## config.mk

```make
export PLATFORM = sky130hd
export DESIGN_NAME = sptq_cell
export DESIGN_NICKNAME = d
export VERILOG_FILES = /design/src/rtl/core/sptq_pkg.sv /design/src/rtl/core/sptq_cell.sv
export SDC_FILE = /design/constraint.sdc
export NUM_CORES = 1
export LEC_CHECK = 0
export BUFFER_PORTS_ARGS = -buffer_cell sky130_fd_sc_hd__buf_4
export CORE_AREA = 2 2 199 201
export CTS_BUF_LIST = sky130_fd_sc_hd__clkbuf_4 sky130_fd_sc_hd__clkbuf_8
export CTS_CLUSTER_DIAMETER = 40
export DETAILED_ROUTE_END_ITERATION = 7
export DIE_AREA = 0 0 201 203
export SETUP_SLACK_MARGIN = 0.2
export SYNTH_ARGS = -nofsm -noshare
export SYNTH_HDL_FRONTEND = slang
export SYNTH_SLANG_ARGS = --single-unit
```

## constraint.sdc

```tcl
create_clock -name clk -period 8 [get_ports clk]
set_input_delay 0 -clock clk [delete_from_list [all_inputs] [get_ports clk]]
set_output_delay 0 -clock clk [all_outputs]
set_load 0.01 [all_outputs]
```

## src/rtl/core/sptq_pkg.sv

```systemverilog
// ----------------------------------------------------------------------------
// sptq_pkg
// Shared types, widths and codes of the sorted periodic timer queue.
// ----------------------------------------------------------------------------
package sptq_pkg;

  localparam int DEFAULT_CAPACITY = 16;

  localparam int OP_W   = 2;
  localparam int ID_W   = 32;
  localparam int PER_W  = 32;
  localparam int TIME_W = 48;
  localparam int DL_W   = TIME_W + 1;
  localparam int CLR_W  = 5;

  localparam logic [TIME_W-1:0] DELAY_MAX = '1;

  typedef enum logic [OP_W-1:0] {
    OP_SET     = 2'd0,
    OP_DELETE  = 2'd1,
    OP_TRIGGER = 2'd2,
    OP_CLEAR   = 2'd3
  } op_t;

  // Command broadcast to every cell of the chain
  typedef enum logic [2:0] {
    CELL_HOLD,
    CELL_FIND,
    CELL_MARK,
    CELL_REMOVE_HIT,
    CELL_REMOVE_HEAD,
    CELL_INSERT
  } cell_cmd_t;

  typedef struct packed {
    logic [ID_W-1:0]  id;
    logic [PER_W-1:0] period;
    logic [DL_W-1:0]  deadline;
  } entry_t;

  typedef struct packed {
    cell_cmd_t         cmd;
    entry_t            ins;
    logic [TIME_W-1:0] now;
  } cell_ctrl_t;

  typedef enum logic [2:0] {
    ST_IDLE,
    ST_FIND,
    ST_REMOVE,
    ST_INSERT,
    ST_MARK,
    ST_CHECK,
    ST_REARM,
    ST_SUMMARY
  } state_t;

  typedef struct packed {
    logic              fired;
    logic [ID_W-1:0]   fired_id;
    logic [TIME_W-1:0] next_delay;
    logic              queue_empty;
    logic              not_found;
    logic              table_full;
    logic [CLR_W-1:0]  cleared_count;
    logic              last;
  } result_t;

endpackage

```

## src/rtl/core/sptq_cell.sv

```systemverilog
// ----------------------------------------------------------------------------
// sptq_cell
// One slot of the sorted timer chain: holds an entry, compares it and shifts
// data to or from its neighbours on command.
// ----------------------------------------------------------------------------
module sptq_cell import sptq_pkg::*; (
  input  logic       clk,
  input  logic       rst_n,
  input  cell_ctrl_t ctrl,
  input  logic       occupied,
  input  entry_t     left_entry,
  input  logic       left_flag,
  input  logic       left_after,
  input  logic       left_hit,
  input  entry_t     right_entry,
  input  logic       right_flag,
  output entry_t     entry,
  output logic       flag,
  output logic       after,
  output logic       hit
);

  entry_t entry_r, entry_nxt;
  logic   flag_r, flag_nxt;
  logic   hit_r, hit_nxt;

  // New deadline belongs at or before this slot
  assign after = !occupied || (entry_r.deadline > ctrl.ins.deadline);
  // First matching slot and every slot behind it
  assign hit   = hit_r || left_hit;
  assign entry = entry_r;
  assign flag  = flag_r;

  always_comb begin
    entry_nxt = entry_r;
    flag_nxt  = flag_r;
    hit_nxt   = hit_r;
    case (ctrl.cmd)
      CELL_FIND: begin
        hit_nxt = occupied && (entry_r.id == ctrl.ins.id);
      end
      CELL_MARK: begin
        flag_nxt = occupied && (entry_r.deadline <= {1'b0, ctrl.now});
      end
      CELL_REMOVE_HIT: begin
        if (hit) begin
          entry_nxt = right_entry;
          flag_nxt  = right_flag;
        end
      end
      CELL_REMOVE_HEAD: begin
        entry_nxt = right_entry;
        flag_nxt  = right_flag;
      end
      CELL_INSERT: begin
        if (left_after) begin
          entry_nxt = left_entry;
          flag_nxt  = left_flag;
        end else if (after) begin
          entry_nxt = ctrl.ins;
          flag_nxt  = 1'b0;
        end
      end
      default: begin
      end
    endcase
  end

  always_ff @(posedge clk) begin
    entry_r <= entry_nxt;
    if (!rst_n) begin
      flag_r <= 1'b0;
      hit_r  <= 1'b0;
    end else begin
      flag_r <= flag_nxt;
      hit_r  <= hit_nxt;
    end
  end

endmodule

```

## Word-level counts from Yosys, hierarchy flattened

Index checks and enable logic that the tools add are counted.

| storage, ports and cells | value |
|---|---|
| flip-flop bits (word level) | 115 |
| output and inout port bits | 116 |
| input port bits | 397 |

| operators by class | value |
|---|---|
| order comparisons | 2 |
| muxes and demuxes | 8 |
| reductions and logical operators | 9 |
| equal/unequal tests | 8 |

Operator list:

| kind | count |
|---|---|
| 113-bit 2-to-1 mux | 3 |
| 113-bit one-hot mux with 3 select lines | 1 |
| 49-bit greater-than comparator | 1 |
| 49-bit by 48-bit less-or-equal comparator with 1-bit output | 1 |
| 32-bit == test | 1 |
| 3-bit by 2-bit == test with 1-bit output, second input constant | 2 |
| 3-bit == test, second input constant | 2 |
| 3-bit AND reduction | 2 |
| 1-bit one-hot mux with 4 select lines | 1 |
| 4-bit nonzero test | 1 |
| 3-bit by 1-bit == test with 1-bit output, second input constant | 1 |
| 1-bit 2-to-1 mux | 3 |
| 3-bit != test, second input constant | 1 |
| 3-bit nonzero test | 1 |
| 1-bit logical AND | 2 |
| 1-bit logical OR | 2 |
| 2-bit != test, second input constant | 1 |
| 1-bit zero test | 1 |

## Depth between registers and ports, before layout

Gate-level depths: netlist (run 1).

| logic depth | value |
|---|---|
| depth after elaboration | 5 |
| gate-level depth with buffers | 10 |
| depth with buffers taken out | 10 |

## Worst setup path before layout (run 1)

OpenSTA, ideal clock, no wires.

| timing | value |
|---|---|
| path type | register to register |
| start point | reg entry_r, in the netlist entry[46] |
| end point | reg entry_r, in the netlist entry[0] (enable) |
| required time | 7.401 ns |
| arrival time | 6.757 ns |
| setup time | 0.599 ns |
| slack | 0.644 ns |
| stages on the path, launching flop included | 10 |
| clock period less this slack | 7.356 ns |
| cells stage by stage | edfxtp_1 > ha_1 > nand4_1 > or2_1 > nor3_2 > nand3_1 > o21a_1 > nand3b_1 > a21oi_1 > o21ai_1 |

| on the way | value |
|---|---|
| cells in the longest elaborated chain, start to end | 4 |

Ends and longest elaborated chain:

| what | RTL line | text |
|---|---|---|
| start: declaration | sptq_cell.sv:23 | `entry_t entry_r, entry_nxt;` |
| start signal: assignment | sptq_cell.sv:70 | `entry_r <= entry_nxt;` |
| 49-bit greater-than comparator | sptq_cell.sv:28 | `assign after = !occupied \|\| (entry_r.deadline > ctrl.ins.deadline);` |
| 1-bit logical OR | sptq_cell.sv:28 |  |
| 3-bit != test (no source line) | - |  |
| 3-bit AND reduction (no source line) | - |  |

No other way between the ends.
A chain may end at the register's enable or synchronous reset.

## Worst setup path in the final report (run 1)

| timing | value |
|---|---|
| start point | reg entry_r, in the netlist entry[46] |
| end point | reg entry_r, in the netlist entry[90] (enable) |

The elaborated chain is that of the path after synthesis.

==> impl_metrics.csv, run 1 <==
group,metric,value,unit
run_status,status,"complete, no violations",
hold_path,hp-class,"input port to flip-flop",
floorplan,start_util,22.6,%
sta,hold_violations,0,
floorplan,die_area,40800,sq um
sta,fin_crit,4080,ps
clock_tree,clk_latency,490,ps
final_layout,most-common-layout-cells,"buf_4, dlygate4sd3_1, nand2_1",
hold_path,whs_endpoint,"entry[0]",
floorplan,die_h,203,microns
clock_tree,path_clk_slew,80,ps
detailed_routing,routed_wl,38700,microns
synth,synth-edff-count,113,
final_layout,fill_cells,3774,
critical_path,path_common_cell,"buf_4",
critical_path,crit_arrival,4190,ps
final_layout,post-route-util,41.0,%
sta,rsz0062_at_grt,"false",
critical_path,worst_setup_path_end_kind,"flip-flop",
global_route,antenna_found_initial,8,
run,cap_violations,0,
sta,tns,0,ps
critical_path,cp_num_buf_inv,2,
detailed_routing,vias_per_cell,4.46,
detailed_routing,drc_errors,0,
clock_tree,clockRootBuffer,"clkbuf_8",
critical_path,crit_family,"buffers and inverters",
floorplan,pin_count,513,
synth,seq_area_frac_synth,39.5,%
clock_tree,h-tree-depth,4,
placement,place_congestion,0.914,
synth,synth_nets,1401,
critical_path,max_stage_delay,740,ps
floorplan,core,38500,sq um
clock_tree,numCtsBuffers,17,
sta,min_period_over_period,50.9,%
detailed_routing,wl_per_cell,17.8,microns
hold_path,hold_depth,3,
sta,fmax,245,MHz
final_layout,syn_to_final_growth,81.5,%
sta,setup_viol,0,
synth,async_flop_share,0,%
synth,ys_seq_elements,115,
global_route,grt_start_max_net_pins,92,
sta,whs,23.8,ps
synth,syn_avg_cell_area,9.57,sq um
critical_path,crit_type,"flip-flop to flip-flop",
synth,synth_area,8680,sq um
synth,ys.flop_type,"edfxtp_1",
global_route,track_usage,18.7,%
critical_path,r2r_cells,11,
power,p_leak,7.67,nW
critical_path,crit_required,8110,ps
final_layout,design_area,15800,sq um
power,p_per_area,128,nW/um^2
final_layout,nets,2125,
global_route,grt_pass1_wl,57900,microns
sta,worst_slew_pin_slew,878,ps
clock_tree,cts_resized,0,
sta,slew_violations,0,
power,total_power,2.02,mW
floorplan,fp.dieW,201,microns
detailed_routing,dr.pass1.iters,4,
hold_path,worstHoldStart,"right_entry[0]",
global_route,grt_overflow_total,0,
sta,finalClockSkew,16.7,ps
final_layout,final_common_cell,"buf_4",
detailed_routing,vias,9673,
critical_path,rr_startpoint,"entry[46]",
critical_path,r2r-end,"entry[90]",
critical_path,crit_path_start_kind,"flip-flop",
detailed_routing,drtIter0Drc,351,
clock_tree,clock_sinks,115,
clock_tree,postCtsSetupRepairBufs,0,
clock_tree,max-clock-path-buffers,2,
synth,synth.distinct_cells,50,
placement,dp_hpwl,30200,microns
clock_tree,cts_tree,"yes",
placement,postPlaceCellArea,13100,sq um
critical_path,r2r_setup_slack,3920,ps
critical_path,critPathSlowestCell,"buf_4",
detailed_routing,antenna_left,0,
critical_path,cp_max_fo,60,
global_route,grt_pass1_vias,10200,
final_layout,drive_gt1_share,34.1,%
critical_path,cp_cell_sequence,"ha_1 > nand4_1 > or2_1 > nor3_2 > nand3_1 > o21a_1 > nand3b_1 > a21oi_1 > o21ai_4 > buf_4 > buf_4",
sta,maxSlewHeadroom,41.4,%
synth,yosys_warnings,0,
power,peakVddDrop,0.0958,mV
synth,netlist_instances,907,
floorplan,rows,72,
placement,port_buffers,512,
[power breakdown]
part | leakage, nW | total, mW | switching, mW | internal (mW)
logic | 6.38 | 0.670 | 0.288 | 0.382
registers | 1.10 | 0.761 | 0.0342 | 0.727
clock network | 0.193 | 0.589 | 0.281 | 0.308
total | 7.67 | 2.02 | 0.603 | 1.42
[layout make-up]
type / count / area, sq um / area share (%)
diodes: 6 / 15.0 / 0.0953
well taps: 518 / 648 / 4.11
repair buffers: 743 / 6140 / 39.0
inverters: 100 / 375 / 2.38
clock buffers: 18 / 241 / 1.53
clock inverters: 14 / 164 / 1.04
multi-input cells: 654 / 4740 / 30.1
flip-flops and latches: 115 / 3430 / 21.8
[kinds of logic (layout without fill, tap and decap cells)]
logic type	after synthesis	count (layout)	share of synthesized area, %
DFF	115	115	39.5
buffers and inverters	138	875	5.99
muxes	113	113	13.0
xor gates and xnor gates	32	32	3.23
other	0	6	0
AOI/OAI and AO/OA	195	195	12.5
adders and majority gates	97	97	14.0
and+or+nand+nor	217	217	11.7
[metrics by stage]
stage	worst slack (ps)	std cells
after CTS	3700	2162
after detailed placement	3690	1906
after floorplan	644	907
after global routing	3540	2168
after global placement	3770	1906
final	3920	2168
[state kept, by name (all words and copies together), names as in the netlist]
signal	flops
entry	113
flag	1
hit_r	1
[synthesized netlist by cell type, drive strengths merged (2+ instances only)]
cell | n | area, sq um
and4 | 4 | 35.0
o21ai | 124 | 621
nand3 | 15 | 75.1
o21bai | 2 | 15.0
nor2 | 6 | 25.0
or4 | 3 | 26.3
inv | 100 | 375
nor4 | 4 | 25.0
and2 | 3 | 18.8
nand2b | 2 | 12.5
a221oi | 5 | 43.8
clkbuf | 22 | 82.6
xor2 | 7 | 61.3
a21o | 8 | 60.1
a211oi | 5 | 37.5
buf | 16 | 62.6
mux2i | 113 | 1130
nor3 | 7 | 45.0
ha | 97 | 1210
o211ai | 2 | 15.0
a21oi | 40 | 200
and3 | 2 | 12.5
or2 | 3 | 18.8
dfxtp | 2 | 40.0
xnor2 | 25 | 219
nand2 | 135 | 507
nor2b | 3 | 18.8
edfxtp | 113 | 3390
nand4 | 24 | 150
or3 | 2 | 12.5
nand3b | 2 | 15.0
[tightest hold or removal path: cells and delay by family]
family	cells	cell delay, ps
AOI/OAI and AO/OA	1	210
and+or+nand+nor	1	40
buffers and inverters	1	80
[timing repair]
action,in CTS,in global routing
setup endpoints to repair,0,0
endpoints found under the hold margin,114,0
hold buffers,224,0
[worst max-delay path by stage]
stage / slack, ps / start / to / depth (start not counted)
6_report: 3920 / entry[46] / entry[90] / 11
5_1_grt: 3540 / entry[35] / entry[90] / 10
4_1_cts: 3700 / entry[35] / entry[93] / 10
3_5_place_dp: 3690 / entry[35] / entry[106] / 10
3_3_place_gp: 3770 / entry[35] / entry[106] / 10
2_1_floorplan: 640 / entry[46] / entry[0] / 9
[metal layers]
layer	track usage (%)	share of wire [%]	vias to the layer above
li1	-	-	4715
met3	4.94	6.8	73
met2	33.0	50	399
met1	20.8	39	4484
met4	9.23	3.6	2
met5	0	0.041	-
Note: power is estimated with default switching activity, not from simulation.
==> inputs of run 2 (changes only) <==
- clock period: 8 -> 4.2 ns (I/O delays scaled with it)
==> impl_metrics.csv, run 2 (same netlist as run 1, synthesis figures left out) <==
group,metric,value,unit
clock_tree,cts_resized,0,
placement,port_buffers,512,
sta,whs,39.3,ps
final_layout,fill_cells,3756,
power,p_leak,7.69,nW
critical_path,cp_max_fo,3,
detailed_routing,routed_wl,39200,microns
final_layout,stdcell_count,2168,
final_layout,syn_to_final_growth,82.1,%
final_layout,final_common_cell,"buf_4",
sta,worst_slew_pin_slew,986,ps
floorplan,core,38500,sq um
clock_tree,cts_tree,"yes",
final_layout,most-common-layout-cells,"buf_4, dlygate4sd3_1, nand2_1",
critical_path,cp_cell_sequence,"ha_1 > nand4_1 > nor3_1 > a211oi_1 > o22ai_1 > nor3_1 > and3_1 > o21ba_2 > a311oi_2 > dlygate4sd3_1",
final_layout,largest_register_ffs,113,
sta,setup_slack,837,ps
critical_path,worst_setup_path_end_kind,"flip-flop",
detailed_routing,drtIter0Drc,484,
detailed_routing,vias,9755,
sta,fin_crit,3360,ps
critical_path,crit_type,"flip-flop to flip-flop",
floorplan,die_h,203,microns
detailed_routing,vias_per_cell,4.50,
detailed_routing,met2_length,20200,microns
floorplan,die_area,40800,sq um
clock_tree,clockRootBuffer,"clkbuf_8",
global_route,grt_overflow_total,0,
final_layout,seqCellArea,3430,sq um
global_route,track_usage,18.7,%
placement,dp_hpwl,30500,microns
clock_tree,numCtsBuffers,17,
global_route,grt_pass1_vias,10500,
global_route,antenna_found_initial,5,
global_route,grt_pass1_wl,59200,microns
critical_path,crit_path_start_kind,"flip-flop",
floorplan,start_util,22.6,%
detailed_routing,dr.max_layer_used,"met5",
sta,min_period_over_period,80.1,%
critical_path,critPathSlowestCell,"dlygate4sd3_1",
final_layout,drive_gt1_share,34.2,%
critical_path,path_common_cell,"nor3_1",
critical_path,crit_arrival,3760,ps
critical_path,max_stage_delay,570,ps
hold_path,hp-class,"input port to flip-flop",
final_layout,multiInputGateArea,4760,sq um
clock_tree,path_clk_slew,90,ps
sta,finalClockSkew,15.6,ps
placement,dp_slack,842,ps
clock_tree,max-clock-path-buffers,2,
sta,slew_violations,0,
final_layout,post-route-util,41.1,%
sta,maxSlewHeadroom,34.2,%
floorplan,pin_count,513,
detailed_routing,dr.pass1.iters,5,
sta,fmax,297,MHz
power,peakVddDrop,0.147,mV
sta,rsz0062_at_grt,"false",
detailed_routing,antenna_left,0,
floorplan,fp.dieW,201,microns
run,cap_violations,0,
clock_tree,h-tree-depth,4,
detailed_routing,drc_errors,0,
global_route,grt_start_max_net_pins,126,
sta,tns,0,ps
detailed_routing,wl_met1,15200,microns
clock_tree,clk_latency,450,ps
clock_tree,postCtsSetupRepairBufs,0,
sta,setup_viol,0,
sta,hold_violations,0,
critical_path,crit_required,4590,ps
clock_tree,clock_sinks,115,
power,p_per_area,236,nW/um^2
run_status,status,"complete, no violations",
placement,place_congestion,0.903,
placement,place_inst,1906,
final_layout,nets,2129,
detailed_routing,wl_met3,2820,microns
detailed_routing,wl_per_cell,18.1,microns
floorplan,rows,72,
## run 2: cell count changes in the layout (fill, tap and decap cells not counted), moves of 2 or more
| cell | previous run | this run |
|---|---|---|
| buf_4 | 518 | 513 |
| buf_12 | 0 | 5 |
| dlygate4sd3_1 | 224 | 228 |
| inv_6 | 0 | 3 |
| clkinv_4 | 3 | 5 |
| bufinv_16 | 3 | 0 |
| clkinv_1 | 2 | 0 |
| diode_2 | 6 | 2 |
## run 2: per-stage QoR
step	total power, mW	area (sq um)
6_report	3.73	15800
5_1_grt	3.94	15800
4_1_cts	3.77	15800
3_5_place_dp	2.56	13200
3_3_place_gp	2.55	13200
2_1_floorplan	1.93	8710
## run 2: layout make-up
class / count / share of cell area (%)
repair buffers: 747 / 39.5
multi-input cells: 654 / 30.1
flip-flops and latches: 115 / 21.7
well taps: 518 / 4.10
inverters: 100 / 2.37
clock buffers: 18 / 1.53
clock inverters: 14 / 0.680
diodes: 2 / 0.0316
## run 2: layer usage
metal / vias up / GRT usage [%]
li1: 4715 / -
met1: 4586 / 20.6
met2: 400 / 35.0
met3: 50 / 4.86
met4: 4 / 5.95
met5: - / 0
## run 2: power breakdown
part / leakage [nW] / switching (mW) / internal, mW
combinational: 6.42 / 0.556 / 0.741
clock: 0.173 / 0.565 / 0.420
sequential: 1.10 / 0.0659 / 1.38
total: 7.69 / 1.19 / 2.54
## run 2: worst paths after layout
kind,from,end,slack [ps],depth (start not counted)
setup / recovery,entry[32],flag,840,10
hold reg to reg,hit_r,hit_r,540,2
hold / removal,left_entry[97],entry[97],40,3
setup reg to reg,entry[32],flag,840,10
## run 2: repair_timing
item	in CTS	in global routing
hold buffers	228	0
endpoints found under the hold margin	115	0
setup endpoints to repair	0	0
## run 2: worst max-delay path, delay by kind of cell, from the launching register on
family	cells	cell delay, ps
compound gates	4	920
fa+ha+maj	1	340
buf+inv	1	570
flops	1	440
simple gates	4	1030
